File: config.mk
export PLATFORM = sky130hd
export DESIGN_NAME = vpa_datapath
export DESIGN_NICKNAME = d
export VERILOG_FILES = /design/src/rtl/vpa_pkg.sv /design/src/rtl/vpa_datapath.sv
export SDC_FILE = /design/constraint.sdc
export NUM_CORES = 2
export LEC_CHECK = 0
export BUFFER_PORTS_ARGS = -buffer_cell sky130_fd_sc_hd__buf_4
export CORE_ASPECT_RATIO = 0.9
export CORE_UTILIZATION = 53
export CTS_CLUSTER_SIZE = 10
export DETAILED_ROUTE_END_ITERATION = 12
export PLACE_DENSITY = 0.67
export SETUP_SLACK_MARGIN = 0.2
export SLEW_MARGIN = 30
export SYNTH_ARGS = -nofsm -noshare
export SYNTH_HDL_FRONTEND = slang
export SYNTH_SLANG_ARGS = --single-unit
File: constraint.sdc
create_clock -name clk_i -period 5 [get_ports clk_i]
set_clock_uncertainty 0.15 [all_clocks]
set_input_delay 0.5 -clock clk_i [delete_from_list [all_inputs] [get_ports clk_i]]
set_output_delay 0.5 -clock clk_i [all_outputs]
set_load 0.01 [all_outputs]
File: src/rtl/vpa_pkg.sv
// Shared types and codes for the variable partition allocator.
`default_nettype none
package vpa_pkg;

  localparam int OWNER_W  = 16;
  localparam int STATUS_W = 2;
  localparam int MODE_W   = 2;

  localparam logic CMD_ALLOC = 1'b0;
  localparam logic CMD_FREE  = 1'b1;

  localparam logic [STATUS_W-1:0] ST_OK       = 2'd0;
  localparam logic [STATUS_W-1:0] ST_NO_FIT   = 2'd1;
  localparam logic [STATUS_W-1:0] ST_FULL     = 2'd2;
  localparam logic [STATUS_W-1:0] ST_NO_OWNER = 2'd3;

  localparam logic [MODE_W-1:0] MODE_FIRST = 2'd0;
  localparam logic [MODE_W-1:0] MODE_NEXT  = 2'd1;
  localparam logic [MODE_W-1:0] MODE_BEST  = 2'd2;

  // Table operations issued by the controller to the datapath.
  typedef enum logic [2:0] {
    OP_NOP,
    OP_LATCH,
    OP_TAKE,
    OP_CLEAR,
    OP_SPLIT,
    OP_MERGE
  } vpa_op_e;

endpackage
`default_nettype wire

File: src/rtl/vpa_datapath.sv
// Segment table with one registered read port and in-place split and merge.
`default_nettype none
module vpa_datapath
  import vpa_pkg::*;
#(
  parameter int MAX_SEGMENTS = 32,
  parameter int MEM_UNITS    = 1024
) (
  input  wire  clk_i,
  input  wire  rst_ni,
  input  wire  [$clog2(MAX_SEGMENTS)+$clog2(MEM_UNITS+1)+OWNER_W+3+$clog2(MAX_SEGMENTS)-1:0]
               cmd_i,
  output logic [$clog2(MEM_UNITS)+$clog2(MEM_UNITS+1)+OWNER_W+1:0] stat_o
);

  localparam int ADDR_W = $clog2(MEM_UNITS);
  localparam int LEN_W  = $clog2(MEM_UNITS + 1);
  localparam int IDX_W  = $clog2(MAX_SEGMENTS);

  typedef struct packed {
    logic [ADDR_W-1:0]  start;
    logic [LEN_W-1:0]   len;
    logic [OWNER_W-1:0] owner;
    logic               used;
  } entry_t;

  typedef struct packed {
    vpa_op_e            op;
    logic [IDX_W-1:0]   idx;
    logic [IDX_W-1:0]   rd_idx;
    logic [LEN_W-1:0]   size;
    logic [OWNER_W-1:0] owner;
  } dp_cmd_t;

  typedef struct packed {
    entry_t rd;
    logic   sv_used;
  } dp_stat_t;

  dp_cmd_t cmd;
  entry_t  tab_q [MAX_SEGMENTS];
  entry_t  rd_q;
  entry_t  sv_q;

  assign cmd    = cmd_i;
  assign stat_o = {rd_q, sv_q.used};

  always_ff @(posedge clk_i) begin
    rd_q <= tab_q[cmd.rd_idx];
    if (cmd.op == OP_LATCH) begin
      sv_q <= rd_q;
    end
  end

  for (genvar g = 0; g < MAX_SEGMENTS; g++) begin : g_ent
    entry_t below;
    entry_t above;
    if (g > 0) begin : g_b
      assign below = tab_q[g-1];
    end else begin : g_nb
      assign below = '0;
    end
    if (g < MAX_SEGMENTS - 1) begin : g_a
      assign above = tab_q[g+1];
    end else begin : g_na
      assign above = tab_q[g];
    end

    always_ff @(posedge clk_i or negedge rst_ni) begin
      if (!rst_ni) begin
        if (g == 0) begin
          tab_q[g] <= '{start: '0, len: LEN_W'(MEM_UNITS), owner: '0, used: 1'b0};
        end else begin
          tab_q[g] <= '0;
        end
      end else begin
        case (cmd.op)
          OP_TAKE: begin
            if (g == int'(cmd.idx)) begin
              tab_q[g].used  <= 1'b1;
              tab_q[g].owner <= cmd.owner;
            end
          end
          OP_CLEAR: begin
            if (g == int'(cmd.idx)) begin
              tab_q[g].used  <= 1'b0;
              tab_q[g].owner <= '0;
            end
          end
          OP_SPLIT: begin
            if (g == int'(cmd.idx)) begin
              tab_q[g].len   <= cmd.size;
              tab_q[g].owner <= cmd.owner;
              tab_q[g].used  <= 1'b1;
            end else if (g == int'(cmd.idx) + 1) begin
              tab_q[g].start <= rd_q.start + ADDR_W'(cmd.size);
              tab_q[g].len   <= rd_q.len - cmd.size;
              tab_q[g].owner <= '0;
              tab_q[g].used  <= 1'b0;
            end else if (g > int'(cmd.idx) + 1) begin
              tab_q[g] <= below;
            end
          end
          OP_MERGE: begin
            // The saved word is the lower neighbor, the read word the upper one.
            if (g + 1 == int'(cmd.idx)) begin
              tab_q[g].len   <= sv_q.len + rd_q.len;
              tab_q[g].owner <= '0;
              tab_q[g].used  <= 1'b0;
            end else if (g >= int'(cmd.idx)) begin
              tab_q[g] <= above;
            end
          end
          default: begin
          end
        endcase
      end
    end
  end

endmodule
`default_nettype wire

==> flow_summary.json <==
{
  "ys_types": 113,
  "dr.pass1.iters": 12,
  "path_clk_slew_ps": 60,
  "synth_nets": 10600,
  "io_pins": 81,
  "final-hold-violation-count": 0,
  "netlist_area_mm2": 0.0877,
  "finalWeightedCongestion": 1.03,
  "postCtsHoldBufs": 1,
  "synthArstFlopShare": 0.961,
  "synth.largest_area_cell": "dfrtp_1",
  "drc_errors": 0,
  "busiest_layer": "met1",
  "synthMostInstantiatedCell": "nand2_1",
  "cap_viol_max_count": 0,
  "setup_tns_ps": 0,
  "port_buffers": 80,
  "cp.arrival_ps": 4620,
  "power_w": 0.0444,
  "coreArea_mm2": 0.164,
  "power_density_mw_per_mm2": 460,
  "met2_usage": 0.600,
  "post-dp-hpwl_um": 282000,
  "ys_seq_area_frac": 0.360,
  "clock_path_buffers": 3,
  "crit_type": "input pin to flip-flop",
  "die_w_um": 431,
  "critPathCaptureType": "flip-flop",
  "cts.sinks": 1266,
  "synthDominantCellAreaShare": 0.347,
  "root_buffer": "clkbuf_16",
  "crit_fanout": 22,
  "die_h_um": 388,
  "ys_ff_latch": 1266,
  "finalCriticalPeriod_ps": 4110,
  "use_met1": 0.650,
  "r2r_slack_ps": 1010,
  "h-tree-depth": 4,
  "finalSetupViolCount": 0,
  "grt_antenna_before_repair": 28,
  "timing.rr.start": "stat_o[18]",
  "hp-start": "cmd_i[22]",
  "min_to": "g_ent[25].above[23]",
  "post_cts_buffers": 0,
  "slew_violations": 0,
  "hold_depth": 3,
  "drt_wl_total_um": 380000,
  "irDropWorstVdd_mv": 0.363,
  "synth_edf_count": 12,
  "ff2ff_path_depth": 10,
  "vias": 89000,
  "grt_pass1_vias": 81400,
  "syn_avg_cell_area_um2": 8.33,
  "start_kind": "input pin",
  "ys.flop_type": "dfrtp_1",
  "rsz0062_at_grt": "false",
  "ys_top_cells_by_count": "nand2_1, dfrtp_1, o21ai_0",
  "routedWlPerCell_um": 30.5,
  "cts_buffers": 154,
  "hp-class": "input pin to flip-flop",
  "area_growth_pct": 9.86,
  "cts_tree": "built",
  "fin_crit_sh": 0.822,
  "final_nets": 10200,
  "r2r_end": "g_ent[26].above[27]",
  "via_per_inst": 7.15,
  "use_met3": 0.160,
  "p_leak_nw": 38.2,
  "grt_pass1_wl_um": 561000,
  "dieArea_mm2": 0.167,
  "drive_gt1_frac": 0.149,
  "grtUsageTotal": 0.445,
  "worstSkewPairLatency_ps": 810,
  "critPathRequiredTime_ps": 5510,
  "grt_max_degree": 183,
  "ant_nets": 0,
  "fmax_mhz": 243,
  "tightest_slew_ps": 1100,
  "syn_inst": 10500,
  "status": "completed",
  "timing.slew.headroom": 0.264,
  "rows": 141,
  "post_cts_resized": 0,
  "yosys_warnings": 0,
  "initial_core_util": 0.534,
  "drt-initial-drc-count": 14500,
  "synthTopCellsByArea": "dfrtp_1, mux4_2, nand2_1",
  "grt_overflow": 0
}
-- sequential cells by signal (all words and copies together) (netlist names) --
name	flops
g_ent.above	1102
g_ent.below	114
stat_o	39
sv_q	11
-- worst max-delay path by stage --
stage,startpoint,end,slack [ps],cells past startpoint
after global routing,cmd_i[32],g_ent[21].above[32],890,10
after CTS,stat_o[19],g_ent[2].above[27],1200,10
final,cmd_i[32],g_ent[21].above[30],890,10
after global placement,cmd_i[19],g_ent[28].above[26],250,10
after floorplan,cmd_i[34],g_ent[7].above[31],970,18
after detailed placement,cmd_i[32],g_ent[21].above[30],390,10
-- where the power goes --
part	switching, W	internal (W)
Combinational	0.0105	0.00631
Sequential	0.00350	0.0131
Clock	0.00476	0.00619
-- area by class of cell --
type	count	area, µm²
fillers	14500	67900
multi-input cells	7963	51700
flip-flops and latches	1266	31600
repair buffers	613	5140
clock buffers	223	4330
well taps	2216	2770
inverters	136	510
clock inverters	23	348
diodes	11	27.5
-- per-stage QoR --
stage / instances / instance area (µm²) / hold WS (ps) / utilization / setup slack, ps
floorplan: 10500 / 87700 / 54.4 / - / 970
global placement: 12200 / 91400 / 269 / 0.557 / 248
detailed placement: 12200 / 91500 / 273 / 0.557 / 387
CTS: 12400 / 96200 / 27.4 / 0.586 / 1200
global route: 12400 / 96400 / 89.6 / 0.587 / 893
finish: 12500 / 96400 / 66.5 / 0.587 / 888
-- layout by cell type (no fill, tap or decap), types with 77 or more instances in the layout --
cell type,instances
nand2_1,1773
dfrtp_1,1215
o21ai_0,1123
a21oi_1,983
nor2_1,906
buf_4,568
mux4_2,380
o211ai_1,360
a221oi_1,245
a222oi_1,213
a211oi_1,202
nand3_1,197
a31oi_1,184
clkbuf_16,157
nor3_1,146
inv_1,132
mux2_2,116
o31ai_1,77
mux2i_1,77
-- logic make-up (layout without fill, tap and decap cells) --
| group | count (synthesis) | in the layout | share of synthesized area |
|---|---|---|---|
| adder cells (fa/ha/maj) | 40 | 40 | 0.00596 |
| multiplexers | 574 | 574 | 0.121 |
| AO/OA/AOI/OAI | 3954 | 3954 | 0.291 |
| AND/OR/NAND/NOR | 3370 | 3370 | 0.159 |
| flip-flops | 1266 | 1266 | 0.360 |
| other | 0 | 11 | 0 |
| XOR/XNOR | 25 | 25 | 0.00284 |
| buffers and inverters | 1303 | 995 | 0.0603 |
-- routing by layer --
metal	routed length, µm	up-vias
met3	55800	759
met4	15400	18
met1	156000	43300
li1	-	38600
met2	152000	6313
met5	126	-
-- worst max-delay path, cell delays in order --
cell and delay (ps):
buf_4 210, inv_1 360, ha_1 430, buf_4 290
nor2b_1 810, nand2_2 610, o211ai_1 510, nand2_1 490
o211ai_1 250, o21ai_0 120
Note: power is estimated with default switching activity, not from simulation.
