==> src/rtl/vpa_pkg.sv <==
// Shared types and codes for the variable partition allocator.
`default_nettype none
package vpa_pkg;

  localparam int OWNER_W  = 16;
  localparam int STATUS_W = 2;
  localparam int MODE_W   = 2;

  localparam logic CMD_ALLOC = 1'b0;
  localparam logic CMD_FREE  = 1'b1;

  localparam logic [STATUS_W-1:0] ST_OK       = 2'd0;
  localparam logic [STATUS_W-1:0] ST_NO_FIT   = 2'd1;
  localparam logic [STATUS_W-1:0] ST_FULL     = 2'd2;
  localparam logic [STATUS_W-1:0] ST_NO_OWNER = 2'd3;

  localparam logic [MODE_W-1:0] MODE_FIRST = 2'd0;
  localparam logic [MODE_W-1:0] MODE_NEXT  = 2'd1;
  localparam logic [MODE_W-1:0] MODE_BEST  = 2'd2;

  // Table operations issued by the controller to the datapath.
  typedef enum logic [2:0] {
    OP_NOP,
    OP_LATCH,
    OP_TAKE,
    OP_CLEAR,
    OP_SPLIT,
    OP_MERGE
  } vpa_op_e;

endpackage
`default_nettype wire

==> src/rtl/vpa_if.sv <==
// Request and response channel interfaces of the allocator.
`default_nettype none
interface vpa_req_if
  import vpa_pkg::*;
#(
  parameter int LEN_W = 11
);
  logic               valid;
  logic               ready;
  logic               cmd;
  logic [OWNER_W-1:0] owner_id;
  logic [LEN_W-1:0]   alloc_size;

  modport source (output valid, cmd, owner_id, alloc_size, input ready);
  modport sink   (input valid, cmd, owner_id, alloc_size, output ready);
endinterface

interface vpa_rsp_if
  import vpa_pkg::*;
#(
  parameter int ADDR_W = 10,
  parameter int LEN_W  = 11
);
  logic                valid;
  logic                ready;
  logic [STATUS_W-1:0] status;
  logic [ADDR_W-1:0]   start_addr;
  logic [LEN_W-1:0]    seg_size;

  modport source (output valid, status, start_addr, seg_size, input ready);
  modport sink   (input valid, status, start_addr, seg_size, output ready);
endinterface
`default_nettype wire

==> src/rtl/vpa_ctrl.sv <==
// Controller that sequences table scans, splits and merges for each request.
`default_nettype none
module vpa_ctrl
  import vpa_pkg::*;
#(
  parameter int MAX_SEGMENTS = 32,
  parameter int MEM_UNITS    = 1024
) (
  input  wire         clk_i,
  input  wire         rst_ni,
  input  wire         cfg_we_i,
  input  wire  [MODE_W-1:0] cfg_wdata_i,
  vpa_req_if.sink     req_i,
  vpa_rsp_if.source   rsp_o,
  output logic [$clog2(MAX_SEGMENTS)+$clog2(MEM_UNITS+1)+OWNER_W+3+$clog2(MAX_SEGMENTS)-1:0]
               cmd_o,
  input  wire  [$clog2(MEM_UNITS)+$clog2(MEM_UNITS+1)+OWNER_W+1:0] stat_i
);

  localparam int ADDR_W = $clog2(MEM_UNITS);
  localparam int LEN_W  = $clog2(MEM_UNITS + 1);
  localparam int IDX_W  = $clog2(MAX_SEGMENTS);
  localparam int CNT_W  = $clog2(MAX_SEGMENTS + 1);

  typedef struct packed {
    logic [ADDR_W-1:0]  start;
    logic [LEN_W-1:0]   len;
    logic [OWNER_W-1:0] owner;
    logic               used;
  } entry_t;

  typedef struct packed {
    vpa_op_e            op;
    logic [IDX_W-1:0]   idx;
    logic [IDX_W-1:0]   rd_idx;
    logic [LEN_W-1:0]   size;
    logic [OWNER_W-1:0] owner;
  } dp_cmd_t;

  typedef struct packed {
    entry_t rd;
    logic   sv_used;
  } dp_stat_t;

  typedef enum logic [3:0] {
    S_IDLE, S_SRD, S_SEV, S_ARD, S_ADO,
    S_FR1, S_FL1, S_FM1, S_FR2, S_FL2, S_FM2, S_PUT
  } state_e;

  state_e              state_q;
  logic [MODE_W-1:0]   mode_q;
  logic [CNT_W-1:0]    cnt_q;
  logic [IDX_W-1:0]    rover_q;
  logic [CNT_W-1:0]    k_q;
  logic [IDX_W-1:0]    i_q;
  logic [IDX_W-1:0]    c_q;
  logic                found_q;
  logic [LEN_W-1:0]    best_q;
  logic                cmd_q;
  logic [OWNER_W-1:0]  own_q;
  logic [LEN_W-1:0]    sz_q;
  logic [STATUS_W-1:0] res_st_q;
  logic [ADDR_W-1:0]   res_addr_q;
  logic [LEN_W-1:0]    res_len_q;
  logic                ov_q;
  logic [STATUS_W-1:0] out_st_q;
  logic [ADDR_W-1:0]   out_addr_q;
  logic [LEN_W-1:0]    out_len_q;

  dp_cmd_t  cmd;
  dp_stat_t st;
  logic     fits;
  logic     match;
  logic     last;
  logic     better;
  logic [IDX_W-1:0] i_nxt;
  logic [IDX_W-1:0] c_up;
  logic [IDX_W-1:0] c_dn;
  logic             has_up;

  assign st     = stat_i;
  assign cmd_o  = cmd;
  assign fits   = !st.rd.used && (st.rd.len >= sz_q);
  assign match  = st.rd.used && (st.rd.owner == own_q);
  assign last   = (k_q + CNT_W'(1)) == cnt_q;
  assign better = fits && (!found_q || st.rd.len < best_q);
  assign i_nxt  = ((CNT_W'(i_q) + CNT_W'(1)) == cnt_q) ? '0 : i_q + IDX_W'(1);
  assign c_up   = c_q + IDX_W'(1);
  assign c_dn   = c_q - IDX_W'(1);
  assign has_up = (CNT_W'(c_q) + CNT_W'(1)) < cnt_q;

  assign req_i.ready      = (state_q == S_IDLE);
  assign rsp_o.valid      = ov_q;
  assign rsp_o.status     = out_st_q;
  assign rsp_o.start_addr = out_addr_q;
  assign rsp_o.seg_size   = out_len_q;

  always_comb begin
    cmd.op     = OP_NOP;
    cmd.idx    = c_q;
    cmd.rd_idx = i_q;
    cmd.size   = sz_q;
    cmd.owner  = own_q;
    unique case (state_q)
      S_SEV: begin
        if (cmd_q == CMD_FREE && match) begin
          cmd.op  = OP_CLEAR;
          cmd.idx = i_q;
        end
      end
      S_ARD: cmd.rd_idx = c_q;
      S_ADO: begin
        if (st.rd.len == sz_q) begin
          cmd.op = OP_TAKE;
        end else if (cnt_q < CNT_W'(MAX_SEGMENTS)) begin
          cmd.op = OP_SPLIT;
        end
      end
      S_FR1: cmd.rd_idx = c_q;
      S_FL1: begin
        cmd.op     = OP_LATCH;
        cmd.rd_idx = c_up;
      end
      S_FM1: begin
        if (!st.rd.used) begin
          cmd.op  = OP_MERGE;
          cmd.idx = c_up;
        end
      end
      S_FR2: cmd.rd_idx = c_dn;
      S_FL2: begin
        cmd.op     = OP_LATCH;
        cmd.rd_idx = c_q;
      end
      S_FM2: begin
        if (!st.sv_used) begin
          cmd.op = OP_MERGE;
        end
      end
      default: begin
      end
    endcase
  end

  always_ff @(posedge clk_i or negedge rst_ni) begin
    if (!rst_ni) begin
      state_q <= S_IDLE;
      mode_q  <= MODE_FIRST;
      cnt_q   <= CNT_W'(1);
      rover_q <= '0;
      ov_q    <= 1'b0;
    end else begin
      if (cfg_we_i) begin
        mode_q <= cfg_wdata_i;
      end
      // In S_PUT the output register is handled by the state itself.
      if (ov_q && rsp_o.ready && state_q != S_PUT) begin
        ov_q <= 1'b0;
      end
      unique case (state_q)
        S_IDLE: begin
          if (req_i.valid) begin
            cmd_q      <= req_i.cmd;
            own_q      <= req_i.owner_id;
            sz_q       <= req_i.alloc_size;
            k_q        <= '0;
            found_q    <= 1'b0;
            res_st_q   <= ST_OK;
            res_addr_q <= '0;
            res_len_q  <= '0;
            // Only a next-fit allocate starts at the rover; a free always scans from zero.
            if (req_i.cmd == CMD_ALLOC && mode_q == MODE_NEXT && CNT_W'(rover_q) < cnt_q) begin
              i_q <= rover_q;
            end else begin
              i_q <= '0;
            end
            if (req_i.cmd == CMD_ALLOC && req_i.alloc_size == '0) begin
              res_st_q <= ST_NO_FIT;
              state_q  <= S_PUT;
            end else begin
              state_q <= S_SRD;
            end
          end
        end
        S_SRD: state_q <= S_SEV;
        S_SEV: begin
          k_q     <= k_q + CNT_W'(1);
          i_q     <= i_nxt;
          state_q <= S_SRD;
          if (cmd_q == CMD_FREE) begin
            if (match) begin
              c_q        <= i_q;
              res_addr_q <= st.rd.start;
              res_len_q  <= st.rd.len;
              state_q    <= S_FR1;
            end else if (last) begin
              res_st_q <= ST_NO_OWNER;
              state_q  <= S_PUT;
            end
          end else if (mode_q == MODE_BEST) begin
            if (better) begin
              c_q     <= i_q;
              found_q <= 1'b1;
              best_q  <= st.rd.len;
            end
            if (last) begin
              if (found_q || better) begin
                state_q <= S_ARD;
              end else begin
                res_st_q <= ST_NO_FIT;
                state_q  <= S_PUT;
              end
            end
          end else begin
            if (fits) begin
              c_q     <= i_q;
              state_q <= S_ARD;
            end else if (last) begin
              res_st_q <= ST_NO_FIT;
              state_q  <= S_PUT;
            end
          end
        end
        S_ARD: state_q <= S_ADO;
        S_ADO: begin
          state_q <= S_PUT;
          if (st.rd.len == sz_q) begin
            res_addr_q <= st.rd.start;
            res_len_q  <= sz_q;
            if (mode_q == MODE_NEXT) begin
              rover_q <= c_q;
            end
          end else if (cnt_q >= CNT_W'(MAX_SEGMENTS)) begin
            res_st_q <= ST_FULL;
          end else begin
            res_addr_q <= st.rd.start;
            res_len_q  <= sz_q;
            cnt_q      <= cnt_q + CNT_W'(1);
            if (mode_q == MODE_NEXT) begin
              rover_q <= c_q;
            end else if (rover_q >= c_q) begin
              rover_q <= rover_q + IDX_W'(1);
            end
          end
        end
        S_FR1: state_q <= has_up ? S_FL1 : S_FR2;
        S_FL1: state_q <= S_FM1;
        S_FM1: begin
          if (!st.rd.used) begin
            cnt_q <= cnt_q - CNT_W'(1);
            if (rover_q >= c_up) begin
              rover_q <= rover_q - IDX_W'(1);
            end
          end
          state_q <= S_FR2;
        end
        S_FR2: state_q <= (c_q != '0) ? S_FL2 : S_PUT;
        S_FL2: state_q <= S_FM2;
        S_FM2: begin
          if (!st.sv_used) begin
            cnt_q <= cnt_q - CNT_W'(1);
            if (rover_q >= c_q) begin
              rover_q <= rover_q - IDX_W'(1);
            end
          end
          state_q <= S_PUT;
        end
        S_PUT: begin
          if (!ov_q || rsp_o.ready) begin
            ov_q       <= 1'b1;
            out_st_q   <= res_st_q;
            out_addr_q <= res_addr_q;
            out_len_q  <= res_len_q;
            state_q    <= S_IDLE;
          end
        end
        default: state_q <= S_IDLE;
      endcase
    end
  end

endmodule
`default_nettype wire

==> src/flat_wrapper.sv <==
// flat-port wrapper written by rule: the top's interface ports become plain ports
module vpa_ctrl_flat import vpa_pkg::*;
#(
  parameter int MAX_SEGMENTS = 32,
  parameter int MEM_UNITS    = 1024
)
  (clk_i, rst_ni, cfg_we_i, cfg_wdata_i, cmd_o, stat_i, req_i_valid, req_i_cmd, req_i_owner_id, req_i_alloc_size, req_i_ready, rsp_o_valid, rsp_o_status, rsp_o_start_addr, rsp_o_seg_size, rsp_o_ready);
  vpa_req_if req_i_i ();
  vpa_rsp_if rsp_o_i ();
  input  wire clk_i;
  input  wire rst_ni;
  input  wire cfg_we_i;
  input  wire  [MODE_W-1:0] cfg_wdata_i;
  output logic [$clog2(MAX_SEGMENTS)+$clog2(MEM_UNITS+1)+OWNER_W+3+$clog2(MAX_SEGMENTS)-1:0] cmd_o;
  input  wire  [$clog2(MEM_UNITS)+$clog2(MEM_UNITS+1)+OWNER_W+1:0] stat_i;
  input wire logic [$bits(req_i_i.valid)-1:0] req_i_valid;
  input wire logic [$bits(req_i_i.cmd)-1:0] req_i_cmd;
  input wire logic [$bits(req_i_i.owner_id)-1:0] req_i_owner_id;
  input wire logic [$bits(req_i_i.alloc_size)-1:0] req_i_alloc_size;
  output wire logic [$bits(req_i_i.ready)-1:0] req_i_ready;
  output wire logic [$bits(rsp_o_i.valid)-1:0] rsp_o_valid;
  output wire logic [$bits(rsp_o_i.status)-1:0] rsp_o_status;
  output wire logic [$bits(rsp_o_i.start_addr)-1:0] rsp_o_start_addr;
  output wire logic [$bits(rsp_o_i.seg_size)-1:0] rsp_o_seg_size;
  input wire logic [$bits(rsp_o_i.ready)-1:0] rsp_o_ready;
  assign req_i_i.valid = req_i_valid;
  assign req_i_i.cmd = req_i_cmd;
  assign req_i_i.owner_id = req_i_owner_id;
  assign req_i_i.alloc_size = req_i_alloc_size;
  assign req_i_ready = req_i_i.ready;
  assign rsp_o_valid = rsp_o_i.valid;
  assign rsp_o_status = rsp_o_i.status;
  assign rsp_o_start_addr = rsp_o_i.start_addr;
  assign rsp_o_seg_size = rsp_o_i.seg_size;
  assign rsp_o_i.ready = rsp_o_ready;
  vpa_ctrl #(.MAX_SEGMENTS(MAX_SEGMENTS), .MEM_UNITS(MEM_UNITS)) u_core (.clk_i(clk_i), .rst_ni(rst_ni), .cfg_we_i(cfg_we_i), .cfg_wdata_i(cfg_wdata_i), .req_i(req_i_i), .rsp_o(rsp_o_i), .cmd_o(cmd_o), .stat_i(stat_i));
endmodule
==> config.mk <==
export PLATFORM = sky130hd
export DESIGN_NAME = vpa_ctrl_flat
export DESIGN_NICKNAME = d
export VERILOG_FILES = /design/src/rtl/vpa_pkg.sv /design/src/rtl/vpa_if.sv /design/src/rtl/vpa_ctrl.sv /design/src/flat_wrapper.sv
export SDC_FILE = /design/constraint.sdc
export NUM_CORES = 1
export LEC_CHECK = 0
export BUFFER_PORTS_ARGS = -buffer_cell sky130_fd_sc_hd__buf_2
export CORE_MARGIN = 2
export CORE_UTILIZATION = 35
export CTS_CLUSTER_SIZE = 16
export DETAILED_ROUTE_END_ITERATION = 10
export HOLD_SLACK_MARGIN = 0.15
export SYNTH_ARGS = -nofsm -noshare
export SYNTH_HDL_FRONTEND = slang
export SYNTH_SLANG_ARGS = --single-unit
export TNS_END_PERCENT = 100
==> constraint.sdc <==
create_clock -name clk_i -period 7.4 [get_ports clk_i]
set_clock_uncertainty 0.2 [all_clocks]
set_input_delay 1.48 -clock clk_i [delete_from_list [all_inputs] [get_ports clk_i]]
set_output_delay 1.48 -clock clk_i [all_outputs]
set_load 0.005 [all_outputs]
==> results by stage, run 1 <==
Global route:
- The first global-routing pass estimated 28.0 mm of wire.
- The sum of overflow across all layers after global routing is 0.
- The number of global-route vias before repair came to 5,241.
- The number of antenna violations at the first check in global routing is 0.
- The pin count of the biggest net entering global routing is 29.
- The total global routing track utilization is 0.178.

Synth:
- Summing every instance area after synthesis gives 6860 sq um.
- The post-synthesis instance total is 617.
- Among all flip-flop cells after synthesis, the most frequent one is edfxtp_1.
- The post-synthesis cell type count is 70.
- The fraction of post-synthesis cell area in the top cell type by area is 0.446.
- The count of flip-flops with a built-in enable after synthesis is 102.
- In this run, synthesis produced a sequential element count of 120.
- In this run the mean area of a mapped cell was 11.1 sq um.
- The number of warning messages in the yosys log is 0.
- The share of flip-flops with an asynchronous set or reset is 0.150.
- After synthesis, the cell types taking the most area are edfxtp_1, ha_1, dfrtp_1.
- The part of the Yosys area used for sequential elements is 0.512.
- The number of nets handed over by synthesis was 742.
- The largest total area in the synthesized netlist belongs to edfxtp_1.

Layout:
- The repair_antennas step left the layout with diodes totalling 0.
- The share of post-route cells with drive strength above 1 is 0.246.
- In the final design database the tool counted 876 nets.
- The signed area change from the synthesized netlist to the final layout is 22.0%.

STA:
- Based on the critical path, the design can be clocked at up to 190 MHz.
- The headroom to the max-slew limit is 0.432.
- Setup repair after global routing left no endpoint under its margin.
- The final number of setup-violating endpoints is 0.
- Summed over all failing endpoints, the final setup total negative slack is 0 ps.
- The max-slew violation count was 0.
- Dividing the final minimum period by the clock period gives 0.710.
- The number of hold violations in the final report came to 0.
- Hold is met by 215 ps.
- The final critical delay including setup and external delays is 5250 ps.
- For the pin with the worst max-slew slack, the measured transition is 846 ps.

Die:
- The die is 144 microns tall.
- The starting density of the core is 0.355.
- The die covers 20,700 sq um.
- The number of standard-cell rows in the floorplan is 51.
- During I/O placement, the number of pins put on the boundary was 139.
- In this run the horizontal extent of the chip is 144 microns.
- The core region is 19,300 sq um.

Clocking:
- The CTS tree is built.
- After clock tree synthesis, the flow added hold-fix buffers numbering 0.
- The insertion delay to the later sink of the worst-skew pair is 410 ps.
- Gates resized during post-CTS repair numbered 0.
- The maximum root-to-sink buffer count is 2.
- The clock sink count is 120.
- The clock edge transition at the registers on the reported setup and hold paths is 50 ps.
- The total setup buffers inserted after CTS is 0.
- The number of buffers added by the clock tree synthesis step is 17.
- CTS built an H-tree with a depth of 4.
- The cell at the root of the clock tree is clkbuf_16.

Power:
- Summed over all cells, the static leakage comes to 3.44 nW.
- The design draws 0.00266 W.
- Power spread over the standard cell area amounts to 318 nW/um^2.
- IR analysis of the VDD net gives a maximum drop of 127 uV.

Critical path:
- For the worst setup path, the data required time is 5720 ps.
- The maximum fanout along the worst path is 10.
- The endpoint type of the worst setup path is an output pin.
- The origin of the worst setup path is stat_i[8].
- The origin of the critical flop-to-flop path is u_core.state_q[2]$_DFFE_PN0P_.
- The worst setup path is launched from a primary input.
- By startpoint and endpoint, the worst setup path is classified as primary input to output pin.
- The data arrival time at the worst-slack endpoint is 3570 ps.

Outcome:
- The run finished with clean final reports.

Placed design:
- The number of port buffers is 138.
- The global placer's final weighted congestion is 0.862.
- The HPWL after detailed placement is 13.3 mm.

Drt:
- The total length of routed met3 wires is 985 microns.
- The detailed-route via count is 5,314.
- The first-iteration detailed-routing DRC count is 373.
- The final wirelength is 17.8 mm.
- The number of optimization iterations in the first detailed-route pass is 5.
- The highest metal layer with signal wires is met4.
- The mean number of vias per cell is 5.16.
- For this run, design rule violations remaining after detail routing come to 0.
- The final antenna-violating net count is 0.
- The post-route met1 wirelength is 7.96 mm.
- In the final routed layout, each cell accounts on average for 17.3 microns.
- The total length of routed met2 wires is 8.64 mm.

Flow run:
- The max-cap violation count is 0.

Hold path:
- The origin of the worst min-delay path is u_core.res_addr_q[1]$_SDFFCE_PP0P_.
- The worst hold-check path type is register to register.
## logic make-up (layout without fill, tap and decap cells)
family / count (synthesis) / in the layout / synth area share
and+or+nand+nor: 175 / 175 / 0.132
AOI/OAI and AO/OA: 147 / 147 / 0.148
DFF: 120 / 120 / 0.512
xor gates and xnor gates: 47 / 47 / 0.0620
muxes: 4 / 4 / 0.00638
buffers and inverters: 73 / 220 / 0.0454
adders and majority gates: 51 / 51 / 0.0941
## cell usage after synthesis, types with 3 or more instances
| cell | count |
|---|---|
| a211o_1 | 3 |
| a211oi_1 | 8 |
| a21o_1 | 9 |
| a21oi_1 | 26 |
| a221o_1 | 6 |
| a221oi_1 | 3 |
| a22oi_1 | 3 |
| a31oi_1 | 7 |
| buf_1 | 3 |
| buf_2 | 6 |
| buf_6 | 4 |
| clkbuf_1 | 16 |
| dfrtp_1 | 17 |
| edfxtp_1 | 102 |
| ha_1 | 50 |
| inv_1 | 44 |
| mux2_2 | 3 |
| nand2_1 | 47 |
| nand2b_1 | 11 |
| nand3_1 | 16 |
| nand4_1 | 4 |
| nor2_1 | 30 |
| nor2b_1 | 17 |
| nor3_1 | 20 |
| nor4_1 | 8 |
| nor4b_1 | 3 |
| o21a_1 | 3 |
| o21ai_0 | 40 |
| o21bai_1 | 4 |
| o2bb2ai_1 | 4 |
| o31ai_1 | 4 |
| or3_1 | 4 |
| xnor2_1 | 24 |
| xor2_1 | 22 |
## worst max-delay path: stages
cell and delay [ps]:
buf_2 100, xor2_1 130, nor4_1 330, nand4_1 210, nor4_4 730, nor2_2 120
a221o_1 330, buf_2 130
## layout make-up
cell class | instances | area, sq um
fill | 1832 | 11000
sequential | 120 | 3510
multi-input combinational | 424 | 3070
timing repair buffer | 144 | 736
clock buffer | 24 | 482
tap | 265 | 332
inverter | 44 | 165
clock inverter | 8 | 75.1
## registers in the layout (all words and copies together) (netlist names)
name	cells
u_core.own_q	16
u_core.best_q	11
u_core.res_len_q	11
u_core.rsp_o.seg_size	11
u_core.sz_q	11
u_core.res_addr_q	10
u_core.rsp_o.start_addr	10
u_core.cnt_q	6
u_core.k_q	6
u_core.c_q	5
u_core.i_q	5
u_core.rover_q	5
u_core.state_q	4
u_core.mode_q	2
u_core.res_st_q	2
u_core.rsp_o.status	2
u_core.cmd_q	1
u_core.found_q	1
u_core.rsp_o.valid	1
## metal layers
| layer | vias up | track usage |
|---|---|---|
| li1 | 2557 | - |
| met1 | 2570 | 0.229 |
| met2 | 169 | 0.299 |
| met3 | 18 | 0.0407 |
| met4 | 0 | 0.0547 |
| met5 | - | 0 |
## layout by cell type (no fill, tap or decap), drive strengths merged, types with 4 or more instances in the layout
master      n
xor2       22
or3         4
dfrtp      17
o2bb2ai     4
nor2       31
clkbuf     24
nor2b      17
edfxtp    102
nor4       11
ha         50
xnor2      24
inv        44
a21o        9
a211oi      8
a221o       6
nor3       20
a31oi       7
o21ai      41
o21bai      4
a21oi      26
o31ai       4
nand4       4
nand2      47
nand2b     11
clkinvlp    4
buf       144
nand3      16
## where the power goes
| part | internal (W) | total [W] | switching, W |
|---|---|---|---|
| clock | 0.000486 | 0.000775 | 0.000289 |
| combinational | 0.000346 | 0.000774 | 0.000428 |
| sequential | 0.000919 | 0.00111 | 0.000191 |
## path summary, 6_finish.rpt
| check | depth (start not counted) | slack [ps] | end |
|---|---|---|---|
| min | 0 | 210 | u_core.rsp_o.start_addr[1]$_DFFE_PP_ |
| min in group asynchronous | 1 | 840 | u_core.cnt_q[1]$_DFFE_PN0P_ |
| max in group asynchronous | 1 | 5800 | u_core.cnt_q[0]$_DFFE_PN1P_ |
| max reg2reg | 10 | 3740 | u_core.cnt_q[5]$_DFFE_PN0P_ |
| min reg2reg | 0 | 210 | u_core.rsp_o.start_addr[1]$_DFFE_PP_ |
| max | 8 | 2150 | cmd_o[32] |
## stage by stage
stage / utilization / area (sq um) / setup slack (ps) / instances
final: 0.433 / 8370 / 2150 / 1029
after global routing: 0.433 / 8370 / 2040 / 1029
after CTS: 0.433 / 8370 / 2140 / 1029
after detailed placement: 0.404 / 7810 / 2150 / 997
after global placement: 0.404 / 7810 / 2220 / 997
after floorplan: - / 6860 / 1980 / 617
(Power assumes the default switching activity.)
==> inputs of run 2 (changes only) <==
- ABC_AREA: unset -> 1
- clock period: 7.4 -> 5.1 ns (I/O delays scaled with it)
==> run 2 against run 1 <==
Net effect: critical path depth decreased by 2; largest cell class unchanged; highest routed layer unchanged; core utilization increased by 0.82 points; register-to-register slack got worse by 1600 ps; global-route usage decreased by 0.22 points; critical endpoint is now cmd_o[36].
==> results by stage, run 2 <==
Synth:
- The synthesized area per cell is 9.06 sq um (-19%).
- The fraction of post-synthesis cell area in the top cell type by area is 0.442 (-0.00435).
- Counting instances in the post-synthesis netlist gives the leading cell types as nand2_1, inv_1, edfxtp_1, nor2_1, ha_1.
- After synthesis, the cell types taking the most area are edfxtp_1, nand2_1, ha_1.
- Among all cell types in the netlist, the one instantiated most often is nand2_1.
- The count of flip-flops with a built-in enable after synthesis is 102 (unchanged).
- The total standard cell area after synthesis is 6930 sq um (+0.98%).
- The number of nets produced by synthesis was 890 (+20%).
- The share of flip-flops with an asynchronous set or reset is 0.150 (unchanged).
- The number of warning messages in the yosys log is 0 (unchanged).
- The library cell with the largest summed area after synthesis is edfxtp_1.
- The post-synthesis cell type count is 46 (-34%).
- In the synthesized netlist the dominant register cell turns out to be edfxtp_1.
- The flop and latch count out of synthesis was 120 (unchanged).
- The part of the Yosys area used for sequential elements came to 0.507 (-0.00499).
- The post-synthesis instance total was 765 (+24%).

Placed design:
- The number of port buffers was 138 (unchanged).
- The placed wire-length estimate is 13.7 mm (+2.8%).
- The global placer's final weighted congestion is 0.906 (+5.1%).
- The placed instance count came to 1,165 (+17%).

STA:
- The worst hold margin was 218 ps (+2.95 ps).
- The number of hold violations in the final report came to 0 (unchanged).
- The actual transition at the worst max-transition pin is 1020 ps (+178 ps).
- The post-route fraction of the period consumed by the critical path is 0.775.
- The total negative slack for setup checks is 0 ps (unchanged).
- The final number of setup-violating endpoints is 0 (unchanged).
- The max-slew violation count is 0 (unchanged).
- The routed design could run at a clock period as short as 3950 ps.
- Derived from the worst setup path, the maximum achievable clock frequency is 253 MHz.
- Setup repair after global routing left no endpoint under its margin.
- The headroom to the max-slew limit is 0.315 (-0.117).

Global route:
- The number of global-route vias before repair is 5,478 (+4.5%).
- The pin count of the biggest net entering global routing was 29 (unchanged).
- The number of antenna violations at the first check in global routing is 0 (unchanged).
- The sum of overflow across all layers after global routing is 0 (unchanged).
- The wire length of the first global-routing pass came to 28.0 mm (about the same).
- The total global routing track utilization is 0.176 (-0.00222).

Die:
- The placeable core region came to 19,500 sq um (+0.66%).
- The number of primary I/O pins is 139 (unchanged).
- The starting density of the core is 0.356 (+0.00114).
- The height of the chip is 145 microns (+0.48%).
- The horizontal die dimension is 145 microns (+0.48%).
- The number of standard-cell rows in the floorplan is 51 (unchanged).
- The die footprint is 20,900 sq um (+0.95%).

Layout:
- The library cell used most frequently in the layout, excluding fill and tap cells, is nand2_1.
- The number of flip-flops under the largest register name was 16 (unchanged).
- Relative to the synthesized area, the layout overhead comes to 23.9%.
- The final-layout fill cell count is 1,910 (+4.3%).
- The library cells used most frequently in the layout, excluding fill and tap cells, are nand2_1, buf_2, inv_1, edfxtp_1, nor2_1.
- The share of post-route cells with drive strength above 1 is 0.219 (-0.0272).
- The number of nets in the layout was 1,044 (+19%).
- Ranked by flip-flop count, first place goes to u_core.own_q.
- The final cell count without fillers is 1,197 (+16%).
- The count of antenna diodes in the layout is 0 (unchanged).

Power:
- The cell leakage power is 4.01 nW (+17%).
- The power per unit of standard cell area is 455 nW/um^2 (+43%).
- The worst-case vdd ir drop is 262 uV (+110%).

Clocking:
- The H-tree level count is 4 (unchanged).
- The post-cts repair resize count came to 0 (unchanged).
- The clock edge transition at the registers on the reported setup and hold paths is 60 ps (about the same).
- TritonCTS built the clock tree.
- The total setup buffers inserted after CTS came to 0 (unchanged).
- The clock sink count is 120 (unchanged).
- The maximum root-to-sink buffer count is 2 (unchanged).
- The number of buffers added by the clock tree synthesis step came to 17 (unchanged).
- The cell at the root of the clock tree is clkbuf_16.
- The number of buffers inserted for hold repair after clock tree synthesis is 0 (unchanged).
- The insertion delay to the later sink of the worst-skew pair is 420 ps (about the same).

Drt:
- The first-iteration detailed-routing DRC count is 336 (-9.9%).
- The detailed-route via count is 5,703 (+7.3%).
- The mean number of vias per cell is 4.76 (-7.7%).
- The post-detailed-route wirelength per cell is 14.5 microns (-16%).
- The final wirelength is 17.4 mm (-2.5%).
- The DRC violation count after routing is 0 (unchanged).
- The final antenna-violating net count is 0 (unchanged).
- The number of optimization iterations in the first detailed-route pass was 6 (+1).

Critical path:
- The maximum fanout along the worst path is 9 (-1).
- STA classifies the critical path startpoint as a primary input.
- The required time of the critical path is 3880 ps (-1840 ps).
- On the critical path, the stage with the largest delay is an instance of nand4_1.
- The count of buffer and inverter cells on the critical path was 2 (unchanged).
- Traced cell by cell, the critical path runs through buf_2 -> xor2_1 -> nor3_1 -> nand4_1 -> o221ai_1 -> buf_2.
- The kind of cell adding the most delay to the critical path is simple AND/OR/NAND/NOR gates.
- Among the stages of the critical path, the cell type that occurs most often is buf_2.
- The data arrival time at the worst-slack endpoint is 2730 ps (-840 ps).
- The endpoint type of the worst setup path is an output pin.
- The delay contributed by the slowest stage of the critical path is 540 ps (-190 ps).
- The worst setup path category is primary input to output pin.

Hold path:
- The worst hold-check path type is register to register.

Outcome:
- The flow ran to the end, and the final reports show no timing, DRC or antenna violations.

Flow run:
- The max-cap violation count is 0 (unchanged).
## run 2: cell count changes after synthesis, moves of 9 or more
cell and delta:
clkbuf_1 -9, inv_1 +72, nand2_1 +123, nand2b_1 -11, nand3_1 +33, nand4_1 +9, nor2_1 +43, nor2b_1 -16
nor3_1 -11, o221ai_1 +9, xnor2_1 -21
## run 2: final timing paths
check | depth (start not counted) | end | start | slack (ps)
hold / removal | 0 | u_core.rsp_o.seg_size[4]$_DFFE_PP_ | u_core.res_len_q[4]$_DFFE_PP_ | 220
min in group asynchronous | 1 | u_core.cnt_q[1]$_DFFE_PN0P_ | rst_ni | 350
setup / recovery | 6 | cmd_o[36] | stat_i[14] | 1150
setup reg to reg | 14 | u_core.state_q[1]$_DFFE_PN0P_ | u_core.c_q[0]$_DFFE_PP_ | 2110
hold reg to reg | 0 | u_core.rsp_o.seg_size[4]$_DFFE_PP_ | u_core.res_len_q[4]$_DFFE_PP_ | 220
max in group asynchronous | 1 | u_core.cnt_q[0]$_DFFE_PN1P_ | rst_ni | 4010
## run 2: report_power, final
part / leakage, nW / internal, W / total (W) / switching [W]
sequential: 1.16 / 0.00131 / 0.00147 / 0.000166
combinational: 2.55 / 0.000441 / 0.00119 / 0.000745
clock: 0.301 / 0.000779 / 0.00125 / 0.000471
total: 4.01 / 0.00253 / 0.00391 / 0.00138
## run 2: cells by family after synthesis
family | count (synthesis) | share of synthesized area
XOR/XNOR | 18 | 0.0227
flip-flops | 120 | 0.507
AO/OA/AOI/OAI | 106 | 0.0924
buffers and inverters | 133 | 0.0728
AND/OR/NAND/NOR | 337 | 0.212
adder cells (fa/ha/maj) | 51 | 0.0932
## run 2: worst reg2reg max path, stage by stage (launching register included)
cell      delay, ps
edfxtp_1        550
ha_1            300
nand3_1         100
xor2_1          350
inv_1           120
ha_1            290
nand2_1          60
inv_1            60
nand3_1          60
o21ai_0         370
o31ai_1         140
inv_1            70
nand3_1          80
nand2_1          70
nand2_1          50
## run 2: final cells by class
type	count	area, sq um	area share
repair buffers	144	736	0.0857
clock buffers	17	425	0.0495
clock inverters	15	189	0.0220
well taps	265	332	0.0386
flip-flops and latches	120	3510	0.409
multi-input cells	512	2920	0.341
inverters	124	465	0.0542
## run 2: stage by stage
stage / cell area (sq um) / setup slack [ps] / power, W / util
floorplan: 6930 / 1410 / 0.00227 / -
global placement: 7970 / 1110 / 0.00266 / 0.410
detailed placement: 7970 / 1120 / 0.00268 / 0.410
CTS: 8590 / 1110 / 0.00394 / 0.441
global route: 8590 / 987 / 0.00418 / 0.441
finish: 8590 / 1150 / 0.00391 / 0.441
## run 2: layer usage
layer | up-vias | track usage | part of all wire
li1 | 2888 | - | -
met1 | 2604 | 0.227 | 0.45
met4 | 0 | 0.0618 | 0.019
met2 | 185 | 0.293 | 0.48
met5 | - | 0 | 0
met3 | 26 | 0.0382 | 0.054
==> inputs of run 3 (changes only) <==
- ABC_AREA: 1 -> 0
- clock period: 5.1 -> 4 ns (I/O delays scaled with it)
==> run 3 against run 2 <==
Net effect: wire length down 0.62%; die area is 0.94% lower; flip-flop and latch count stayed put; final area decreased by 0.54%; setup slack got worse by 790 ps; register-to-register slack worse by 1300 ps; global-route usage down 0.073 points; via count down 6.2%; core utilization up 0.052 points.
==> results by stage, run 3 (same netlist as run 1, synthesis figures left out) <==
Critical path:
- The depth of the worst register-to-register path was 10 (-4).
- The signal on the critical path passes through or2_1 -> or2_1 -> nor4_4 -> buf_4 -> nor2_2 -> a221o_1 -> buf_2.
- The required time of the critical path is 3000 ps (-880 ps).
- The delay contributed by the slowest stage of the critical path was 440 ps (-100 ps).
- The logic depth of the worst path, buffers included came to 7 (+1).
- The count of buffer and inverter cells on the critical path is 2 (unchanged).
- STA classifies the critical path startpoint as a register.
- The worst setup path category is register to output pin.
- The data arrival time at the worst-slack endpoint is 2650 ps (-80 ps).
- In this design, the largest share of critical-path delay is due to simple AND/OR/NAND/NOR gates.
- Among the stages of the critical path, the cell type that occurs most often is or2_1.
- The maximum fanout along the worst path is 10 (+1).
- The slowest stage of the critical path is the or2_1 cell.
- The endpoint type of the worst setup path is an output pin.

Drt:
- The DRC violation count after routing is 0 (unchanged).
- The number of optimization iterations in the first detailed-route pass was 5 (-1).
- The first-iteration detailed-routing DRC count is 362 (+7.7%).
- The final antenna-violating net count came to 0 (unchanged).
- The mean number of vias per cell is 5.13 (+7.6%).
- The post-detailed-route wirelength per cell is 16.6 microns (+14%).
- The final wirelength was 17.3 mm (-0.62%).
- The detailed-route via count is 5,348 (-6.2%).

Power:
- The switching component of the power is 0.00175 W (+26%).
- The clock group share of total power is 0.312 (-0.008).
- The power per unit of standard cell area is 599 nW/um^2 (+32%).
- The share of power burned in combinational logic is 0.303 (about the same).
- The switching portion of total power came to 0.341 (-0.0119).
- The sequential power share is 0.385 (+0.008).
- The worst-case vdd ir drop is 347 uV (+32%).
- The cell leakage power came to 3.55 nW (-12%).
- The internal power of the cells came to 0.00337 W (+33%).

Hold path:
- The worst hold path belongs to the class register to register.
- The cell depth of the worst hold path is 0 (unchanged).

Global route:
- The number of global-route vias before repair came to 5,111 (-6.7%).
- The pin count of the biggest net entering global routing is 29 (unchanged).
- The wire length of the first global-routing pass is 27.7 mm (-0.91%).
- The sum of overflow across all layers after global routing is 0 (unchanged).
- The total global routing track utilization was 0.175 (-0.000725).
- The number of antenna violations at the first check in global routing was 0 (unchanged).

Placed design:
- The placed wire-length estimate is 12.9 mm (-5.8%).
- The placed instance count was 1,011 (-13%).
- The instance area at placement is 7930 sq um (-0.55%).
- The global placer's final weighted congestion is 0.814 (-10%).
- The number of port buffers came to 138 (unchanged).

STA:
- Counting I/O delays and the setup requirement, the final critical path takes 3650 ps.
- The total negative slack for setup checks came to 0 ps (unchanged).
- The headroom to the max-slew limit came to 0.520 (+0.206).
- The max-slew violation count is 0 (unchanged).
- Dividing the final minimum period by the clock period gives 0.911.
- The final number of setup-violating endpoints was 0 (unchanged).
- The number of hold violations in the final report came to 0 (unchanged).
- Setup repair after global routing left no endpoint under its margin.
- Based on the critical path, the design can be clocked at up to 274 MHz.
- The actual transition at the worst max-transition pin is 717 ps (-307 ps).

Layout:
- From synthesis to final layout, the design area changed by 24.4%.
- The share of post-route cells with drive strength above 1 is 0.263 (+0.0446).
- The number of nets in the layout is 890 (-15%).
- The count of antenna diodes in the layout is 0 (unchanged).
- The most frequent standard cell in the layout excluding fill and tap cells is buf_2.
- The final-layout fill cell count is 1,838 (-3.8%).
- u_core.own_q holds more flip-flops than any other register.
- The final cell count without fillers came to 1,043 (-13%).
- In the layout the commonest cells are buf_2, edfxtp_1, ha_1, nand2_1, inv_1.
- The post-route standard cell area excluding fillers is 8540 sq um (-0.54%).
- The number of flip-flops under the largest register name is 16 (unchanged).

Clocking:
- The number of buffers added by the clock tree synthesis step was 17 (unchanged).
- The number of buffers inserted for hold repair after clock tree synthesis is 0 (unchanged).
- The maximum root-to-sink buffer count is 2 (unchanged).
- The total setup buffers inserted after CTS is 0 (unchanged).
- The H-tree level count is 4 (unchanged).
- TritonCTS built the clock tree.
- The clock edge transition at the registers on the reported setup and hold paths is 60 ps (about the same).
- The clock sink count was 120 (unchanged).
- The insertion delay to the later sink of the worst-skew pair is 420 ps (about the same).
- The cell at the root of the clock tree is clkbuf_16.
- The post-cts repair resize count came to 0 (unchanged).

Die:
- The height of the chip was 144 microns (-0.47%).
- The horizontal die dimension is 144 microns (-0.47%).
- The placeable core region is 19,300 sq um (-0.66%).
- The starting density of the core is 0.355 (-0.00114).
- The die footprint came to 20,700 sq um (-0.94%).
- The number of primary I/O pins is 139 (unchanged).
- The number of standard-cell rows in the floorplan is 51 (unchanged).

Outcome:
- The flow ran to the end, and the final reports show no timing, DRC or antenna violations.

Flow run:
- The max-cap violation count is 0 (unchanged).
run 3: area by class of cell:
type	instances	area, sq um	area share
clock buffers	17	425	0.0498
clock inverters	15	186	0.0218
inverters	44	165	0.0193
multi-input cells	424	3080	0.360
flip-flops and latches	120	3510	0.412
well taps	265	332	0.0388
repair buffers	158	841	0.0985
run 3: worst register-to-register path: stages, from the launching register on:
cell and delay, ps:
edfxtp_1 530, ha_1 380, nand3_1 130, xnor2_1 380, inv_1 130, ha_1 310, nand2_1 50, o21ai_0 250
o211ai_2 290, nor4_1 350, o22a_1 180
run 3: stage by stage:
step / total power, W / hold WS, ps / utilization / setup WS (ps)
floorplan: 0.00304 / 200 / - / 417
global placement: 0.00352 / 201 / 0.410 / 479
detailed placement: 0.00353 / 205 / 0.410 / 456
CTS: 0.00514 / 218 / 0.442 / 342
global route: 0.00545 / 221 / 0.442 / 241
finish: 0.00511 / 218 / 0.442 / 354
run 3: metal layers:
metal / share of wire / GRT usage
met3: 0.053 / 0.0394
met5: 0 / 0
met2: 0.45 / 0.276
met1: 0.48 / 0.243
met4: 0.014 / 0.0495
run 3: path summary, 6_finish.rpt:
kind	from	endpoint	slack, ps
setup / recovery	u_core.state_q[2]$_DFFE_PN0P_	cmd_o[35]	350
hold / removal	u_core.res_len_q[8]$_DFFE_PP_	u_core.rsp_o.seg_size[8]$_DFFE_PP_	220
setup reg to reg	u_core.c_q[1]$_DFFE_PP_	u_core.rover_q[2]$_DFFE_PN0P_	760
hold reg to reg	u_core.res_len_q[8]$_DFFE_PP_	u_core.rsp_o.seg_size[8]$_DFFE_PP_	220
max in group asynchronous	rst_ni	u_core.cnt_q[0]$_DFFE_PN1P_	3080
min in group asynchronous	rst_ni	u_core.rover_q[4]$_DFFE_PN0P_	240
run 3: power by group through the flow:
stage / clock [W] / combinational (W) / sequential [W]
6_report: 0.00159 / 0.00155 / 0.00197
5_1_grt: 0.00168 / 0.00176 / 0.00201
4_1_cts: 0.00162 / 0.00156 / 0.00197
3_5_place_dp: 0 / 0.00154 / 0.00199
3_3_place_gp: 0 / 0.00153 / 0.00199
2_1_floorplan: 0 / 0.00118 / 0.00187
